$ cat src/hw/rtl/scw_pkg.sv
// Shared types and constants for the stuck capture line watchdog.
`default_nettype none
package scw_pkg;

   localparam int unsigned SpanWidth = 16;
   localparam int unsigned TimeWidth = 32;
   localparam int unsigned CsrAddrWidth = 2;
   localparam int unsigned CsrDataWidth = 32;
   localparam int unsigned ReqDataWidth = 56;
   localparam int unsigned RspDataWidth = 40;

   localparam logic [SpanWidth-1:0] FlatSpanReset = 16'd2;
   localparam logic [TimeWidth-1:0] HoldMsReset = 32'd2000;
   localparam logic [TimeWidth-1:0] RetryMsReset = 32'd30000;

   typedef enum logic [1:0] {
      CMD_SAMPLE   = 2'd0,
      CMD_MAINTAIN = 2'd1,
      CMD_RECOVER  = 2'd2
   } cmd_type;

   typedef enum logic [CsrAddrWidth-1:0] {
      CSR_FLAT_SPAN = 2'd0,
      CSR_HOLD_MS   = 2'd1,
      CSR_RETRY_MS  = 2'd2
   } csr_index_type;

   typedef struct packed {
      logic [SpanWidth-1:0] flat_span;
      logic [TimeWidth-1:0] hold_ms;
      logic [TimeWidth-1:0] retry_ms;
   } cfg_type;

   typedef struct packed {
      cmd_type                     cmd;
      logic [TimeWidth-1:0]        now_ms;
      logic signed [SpanWidth-1:0] sample;
      logic                        last_of_buffer;
      logic                        codec_present;
      logic                        busy_req;
      logic                        recover_ok;
   } item_type;

   typedef struct packed {
      logic                 line_dead;
      logic                 recover_request;
      logic [TimeWidth-1:0] recovery_count;
   } result_type;

endpackage
`default_nettype wire

$ cat src/hw/rtl/scw_core.sv
// Watchdog state and the per-transfer decision logic.
`default_nettype none
module scw_core
   import scw_pkg::*;
(
   input  wire logic       clock,
   input  wire logic       reset,
   input  wire logic       advance,
   input  wire item_type   item,
   input  wire cfg_type    cfg,
   output result_type      result
);

   logic signed [SpanWidth-1:0] span_low_ff, span_low_in;
   logic signed [SpanWidth-1:0] span_high_ff, span_high_in;
   logic                        mid_buffer_ff, mid_buffer_in;
   logic [TimeWidth-1:0]        dead_start_ff, dead_start_in;
   logic [TimeWidth-1:0]        last_attempt_ff, last_attempt_in;
   logic [TimeWidth-1:0]        rebuild_total_ff, rebuild_total_in;

   logic [TimeWidth-1:0] stamp;
   logic [TimeWidth-1:0] dead_age;
   logic [TimeWidth-1:0] retry_age;
   logic                 dead_now;
   logic                 stamp_dead;
   logic                 due;
   logic [SpanWidth:0]   span;
   logic                 span_dead;

   always_comb begin
      stamp = (item.now_ms == '0) ? {{(TimeWidth-1){1'b0}}, 1'b1} : item.now_ms;
      dead_age = item.now_ms - dead_start_ff;
      retry_age = item.now_ms - last_attempt_ff;
      dead_now = (dead_start_ff != '0) && (dead_age >= cfg.hold_ms);
      // fresh stamp: age is 0, or all ones when now wrapped to zero
      stamp_dead = (item.now_ms == '0) || (cfg.hold_ms == '0);
      due = (last_attempt_ff == '0) || (retry_age >= cfg.retry_ms);

      if (!mid_buffer_ff) begin
         span_low_in = item.sample;
         span_high_in = item.sample;
      end else begin
         span_low_in = (item.sample < span_low_ff) ? item.sample : span_low_ff;
         span_high_in = (item.sample > span_high_ff) ? item.sample : span_high_ff;
      end
      span = {span_high_in[SpanWidth-1], span_high_in}
           - {span_low_in[SpanWidth-1], span_low_in};
      span_dead = span <= {1'b0, cfg.flat_span};

      mid_buffer_in = mid_buffer_ff;
      dead_start_in = dead_start_ff;
      last_attempt_in = last_attempt_ff;
      rebuild_total_in = rebuild_total_ff;
      result.line_dead = dead_now;
      result.recover_request = 1'b0;

      unique case (item.cmd)
         CMD_SAMPLE: begin
            if (item.last_of_buffer) begin
               mid_buffer_in = 1'b0;
               if (span_dead) begin
                  if (dead_start_ff == '0) begin
                     dead_start_in = stamp;
                     result.line_dead = stamp_dead;
                  end
               end else begin
                  dead_start_in = '0;
                  result.line_dead = 1'b0;
               end
            end else begin
               mid_buffer_in = 1'b1;
            end
         end
         CMD_MAINTAIN: begin
            if (!item.busy_req && due && (!item.codec_present || dead_now)) begin
               last_attempt_in = stamp;
               result.recover_request = 1'b1;
            end
         end
         CMD_RECOVER: begin
            dead_start_in = '0;
            result.line_dead = 1'b0;
            if (item.recover_ok) begin
               rebuild_total_in = rebuild_total_ff + 1'b1;
            end
         end
         default: begin
         end
      endcase

      result.recovery_count = rebuild_total_in;
   end

   always_ff @(posedge clock) begin
      if (reset) begin
         span_low_ff <= '0;
         span_high_ff <= '0;
         mid_buffer_ff <= 1'b0;
         dead_start_ff <= '0;
         last_attempt_ff <= '0;
         rebuild_total_ff <= '0;
      end else if (advance) begin
         if (item.cmd == CMD_SAMPLE) begin
            span_low_ff <= span_low_in;
            span_high_ff <= span_high_in;
         end
         mid_buffer_ff <= mid_buffer_in;
         dead_start_ff <= dead_start_in;
         last_attempt_ff <= last_attempt_in;
         rebuild_total_ff <= rebuild_total_in;
      end
   end

endmodule
`default_nettype wire

$ cat src/hw/rtl/stuck_capture_line_watchdog.sv
// An accepted req transfer reaches its rsp transfer via the input reg, then the result reg.
// Throughput: one item per cycle unless the rsp side stalls; the core logic is single pass.
// req_tready drops only while the input register holds an item and the result register stalls.
// Reset (synchronous, active high) clears pipeline valids, watchdog state and loads
// register defaults: flat_span 2, hold_ms 2000, retry_ms 30000.
`default_nettype none
module stuck_capture_line_watchdog
   import scw_pkg::*;
(
   input  wire logic                    clock,
   input  wire logic                    reset,
   input  wire logic                    req_tvalid,
   output logic                         req_tready,
   // now_ms[31:0], sample[47:32], codec_present[48], busy_req[49], recover_ok[50], zero pad
   input  wire logic [ReqDataWidth-1:0] req_tdata,
   // cmd[1:0]
   input  wire logic [1:0]              req_tuser,
   input  wire logic                    req_tlast,
   output logic                         rsp_tvalid,
   input  wire logic                    rsp_tready,
   // line_dead[0], recover_request[1], recovery_count[33:2], zero pad
   output logic [RspDataWidth-1:0]      rsp_tdata,
   input  wire logic                    csr_we,
   input  wire logic [CsrAddrWidth-1:0] csr_addr,
   input  wire logic [CsrDataWidth-1:0] csr_wdata
);

   cfg_type    cfg_ff;
   item_type   item_ff, item_in;
   logic       in_valid_ff, in_valid_in;
   result_type out_ff, core_result;
   logic       out_valid_ff, out_valid_in;
   logic       req_fire;
   logic       advance;

   always_comb begin
      item_in.cmd = cmd_type'(req_tuser);
      item_in.now_ms = req_tdata[31:0];
      item_in.sample = req_tdata[47:32];
      item_in.codec_present = req_tdata[48];
      item_in.busy_req = req_tdata[49];
      item_in.recover_ok = req_tdata[50];
      item_in.last_of_buffer = req_tlast;

      advance = in_valid_ff && (!out_valid_ff || rsp_tready);
      req_tready = !in_valid_ff || advance;
      req_fire = req_tvalid && req_tready;
      in_valid_in = req_fire || (in_valid_ff && !advance);
      out_valid_in = advance || (out_valid_ff && !rsp_tready);

      rsp_tvalid = out_valid_ff;
      rsp_tdata = {{(RspDataWidth-TimeWidth-2){1'b0}}, out_ff.recovery_count,
                   out_ff.recover_request, out_ff.line_dead};
   end

   scw_core u_core (
      .clock   (clock),
      .reset   (reset),
      .advance (advance),
      .item    (item_ff),
      .cfg     (cfg_ff),
      .result  (core_result)
   );

   always_ff @(posedge clock) begin
      if (reset) begin
         in_valid_ff <= 1'b0;
         out_valid_ff <= 1'b0;
         out_ff <= '0;
         cfg_ff.flat_span <= FlatSpanReset;
         cfg_ff.hold_ms <= HoldMsReset;
         cfg_ff.retry_ms <= RetryMsReset;
      end else begin
         in_valid_ff <= in_valid_in;
         out_valid_ff <= out_valid_in;
         if (advance) begin
            out_ff <= core_result;
         end
         if (csr_we) begin
            unique case (csr_addr)
               CSR_FLAT_SPAN: cfg_ff.flat_span <= csr_wdata[SpanWidth-1:0];
               CSR_HOLD_MS:   cfg_ff.hold_ms <= csr_wdata[TimeWidth-1:0];
               CSR_RETRY_MS:  cfg_ff.retry_ms <= csr_wdata[TimeWidth-1:0];
               default: begin
               end
            endcase
         end
      end
      if (req_fire) begin
         item_ff <= item_in;
      end
   end

`ifndef ASSERT_OFF
   // a held input item is never dropped while the result side stalls
   a_in_hold: assert property (@(posedge clock) disable iff (reset)
      in_valid_ff && !advance |=> in_valid_ff)
      else $error("input item lost while stalled");

   a_ready_low: assert property (@(posedge clock) disable iff (reset)
      !req_tready |-> in_valid_ff && out_valid_ff && !rsp_tready)
      else $error("req_tready low without a full stalled pipeline");

   a_out_stable: assert property (@(posedge clock) disable iff (reset)
      !advance |=> $stable(out_ff))
      else $error("result register changed without a new item");

   a_request_is_maintain: assert property (@(posedge clock) disable iff (reset)
      advance && core_result.recover_request |-> item_ff.cmd == CMD_MAINTAIN)
      else $error("rebuild request on a non-maintain item");
`endif

endmodule
`default_nettype wire
$ cat config.mk
export PLATFORM = sky130hd
export DESIGN_NAME = stuck_capture_line_watchdog
export DESIGN_NICKNAME = d
export VERILOG_FILES = /design/src/hw/rtl/scw_pkg.sv /design/src/hw/rtl/scw_core.sv /design/src/hw/rtl/stuck_capture_line_watchdog.sv
export SDC_FILE = /design/constraint.sdc
export NUM_CORES = 1
export LEC_CHECK = 0
export ABC_AREA = 0
export BUFFER_PORTS_ARGS = -buffer_cell sky130_fd_sc_hd__buf_2
export CAP_MARGIN = 20
export CORE_MARGIN = 8
export CORE_UTILIZATION = 38
export DETAILED_ROUTE_END_ITERATION = 6
export HOLD_SLACK_MARGIN = 0.03
export PLACE_DENSITY = 0.66
export SYNTH_ARGS = -nofsm -noshare
export SYNTH_HDL_FRONTEND = slang
export SYNTH_SLANG_ARGS = --single-unit
$ cat constraint.sdc
create_clock -name clock -period 6.65 [get_ports clock]
set_input_delay 0.665 -clock clock [delete_from_list [all_inputs] [get_ports clock]]
set_output_delay 0.665 -clock clock [all_outputs]
set_load 0.005 [all_outputs]
==> run metrics <==
TritonCTS Buffers 30; Clock transition at path regs about 0.06 ns; highest clock rate ~0.16 GHz; Final ANT Viol Nets 0; Top FF cell, synth dfxtp_1; Min Clock Period, post-route roughly 6.4 ns; most used cell, CP a21oi_2; Reg2Reg Depth 31; fraction of the yosys area taken by sequential cells ~34%; final hold viol count 0; relative slew slack between 30 and 40%; CP Capture Type register; footprint of the multi-input gates between 10000 and 15000 um^2; Critical Path AT ~7 ns; Die X-Extent approximately 230 um; Leak a little over 8 nW; Reg2Reg Capture Point u_core.dead_start_ff[1]; Clock Skews about 0.010 ns; status finished, final reports clean; Die ar. 53200 um^2; Crit-path slowest cell edfxtp_1; htree depth 1; Startpoint Class register; Synth area leader dfxtp_1; worst hold slack 0.260 ns; Final period util 95.5%; TritonCTS clock tree yes; share of layout cells above drive strength 1 about 15%; sequential cell area roughly 5900 um^2; core area around 45000 um^2; global route overflow 0; gr usage total ~17%; P per Cell Area approximately 220 nW/um^2; Synth top cells by count dfxtp_1, inv_1, nand2_1; Die Y between 200 and 250 um; Final #Nets 2509; Max clock buf depth 3; DR vias roughly 15000; clock latency on the worst-skew pair 0.58 ns; Root Driver clkbuf_16; largest net degree at the start of global routing 98; Distinct cells, synth 75; DRT iter0 DRCs 1033; Synth top area share 24.3%; CP max FO 14; Layout area overhead 16.8%; Fill cells between 4000 and 5000; drt pass-1 iters 5; DP Worst Slack -0.116 ns; routed len/inst ~17 um; clock sink count about 270; Crit Path Class register to register; synth warn 0; cell row count 78; Via density approximately 5.3; CP peak stage delay just under 0.5 ns; Slew Viols, Final 0; final WL around 48000 um; worst vdd ir 0.000183 V; remaining routing DRC violations 0; top cells by area, synth dfxtp_1, ha_1, edfxtp_1; most common cell in the synthesized netlist dfxtp_1; Setup violations, final 0; WP data required around 7.1 ns; initial core utilization a little under 40%; hold crit path type input pin to register; Post-synth ARST share 0%; post-DP HPWL between 30000 and 40000 um; flops & latches, synth about 270; Post-synth EDFFs 54; vias in the first global route roughly 14000; worst slew pin tran between 0.9 and 1 ns; synthesized area 17500 um^2; R2R Path Start item_ff[13]; initial antenna violation count 1; CP Capture Point u_core.dead_start_ff[1]; Setup WS post-layout between 0.2 and 0.3 ns; Final GP Congestion about 0.89; I/O Buffers between 100 and 150; cells after synthesis slightly above 2000; I/O pin cnt 140; first-pass GRT wire length 75200 um; crit path launch item_ff[13]; synthesized area per cell 8.52 um^2; r2r setup slk ~0.30 ns; hold buffers post-CTS 0; # Max-Cap Violations 0
## logic make-up after synthesis
group | synth area share (%)
buffers and inverters | 6.68
muxes | 3.94
and+or+nand+nor | 18.5
DFF | 33.6
other | 0.0214
xor gates and xnor gates | 4.60
AOI/OAI and AO/OA | 18.8
adders and majority gates | 13.9
## cell usage in the layout (no fill, tap or decap), drive strengths merged, types with 38 or more instances in the layout
master | Yosys | layout
nand2b | 105 | 105
buf | 26 | 203
inv | 212 | 213
xnor2 | 58 | 58
a21o | 64 | 64
nor4 | 38 | 38
nand4 | 42 | 42
ha | 190 | 190
o21ai | 58 | 58
dfxtp | 213 | 213
clkbuf | 56 | 48
a21oi | 165 | 165
nor2 | 133 | 133
nand2 | 202 | 202
mux2i | 69 | 69
edfxtp | 54 | 54
nor3 | 44 | 44
## metrics by stage
| stage | util [%] | cells | TNS (ns) | cell area, um^2 | total power, mW |
|---|---|---|---|---|---|
| floorplan | - | 2062 | 0 | 17500 | 2.48 |
| global placement | 42.0 | 2772 | -0.00881 | 19100 | 2.75 |
| detailed placement | 42.1 | 2773 | -1.22 | 19100 | 2.79 |
| CTS | 44.5 | 2831 | 0 | 20200 | 4.52 |
| global route | 45.0 | 2842 | -0.112 | 20500 | 4.75 |
| finish | 45.0 | 2842 | 0 | 20500 | 4.51 |
## state kept, by name, summed over array words and instances (netlist names)
signal                   count
cfg_ff                      80
item_ff                     54
u_core.dead_start_ff        32
u_core.last_attempt_ff      32
u_core.rebuild_total_ff     32
u_core.span_high_ff         16
u_core.span_low_ff          16
rsp_tdata                    2
in_valid_ff                  1
rsp_tvalid                   1
u_core.mid_buffer_ff         1
## where the power goes
group | internal [mW] | switching, mW
clock | 1.02 | 0.689
sequential | 1.71 | 0.0518
combinational | 0.469 | 0.583
total | 3.19 | 1.32
## worst min-delay path by stage
stage	startpoint	to	slack, ns	cells past startpoint
detailed placement	cfg_ff[20]	cfg_ff[20]	0.45	2
finish	req_tdata[30]	item_ff[50]	0.26	1
CTS	req_tdata[49]	item_ff[1]	0.22	1
global route	req_tdata[34]	item_ff[6]	0.23	1
floorplan	cfg_ff[11]	cfg_ff[11]	0.44	2
global placement	cfg_ff[20]	cfg_ff[20]	0.44	2
## area by class of cell
type                       count  share of cell area [%]
multi-input combinational   1500                    52.1
sequential                   267                    28.8
timing repair buffer         206                    6.64
clock buffer                  45                    4.44
inverter                     213                    3.91
tap                          600                    3.67
clock inverter                10                   0.507
antenna                        1                  0.0122
## what timing repair did
action                                  4_1_cts  5_1_grt
gates cloned                                  1        3
endpoints found under the setup margin       28       33
buffers inserted                              2        8
gates resized for setup                       7       40
pin swaps                                     2       24
## layer usage
layer / global-route usage [%] / share of wire, % / up-vias
li1: - / - / 7562
met3: 2.16 / 4.1 / 71
met2: 27.5 / 45 / 357
met5: 0 / 0 / -
met4: 4.79 / 2.5 / 0
met1: 23.3 / 48 / 7182
## worst max-delay path: cells and delay by family, from the launching register on
family	cells	cell delay, ns
compound gates	16	3.20
simple gates	8	1.06
flops	1	0.49
buf+inv	3	0.54
xor+xnor	1	0.09
fa+ha+maj	3	0.85
No activity file was read; power rests on OpenSTA's default activity.
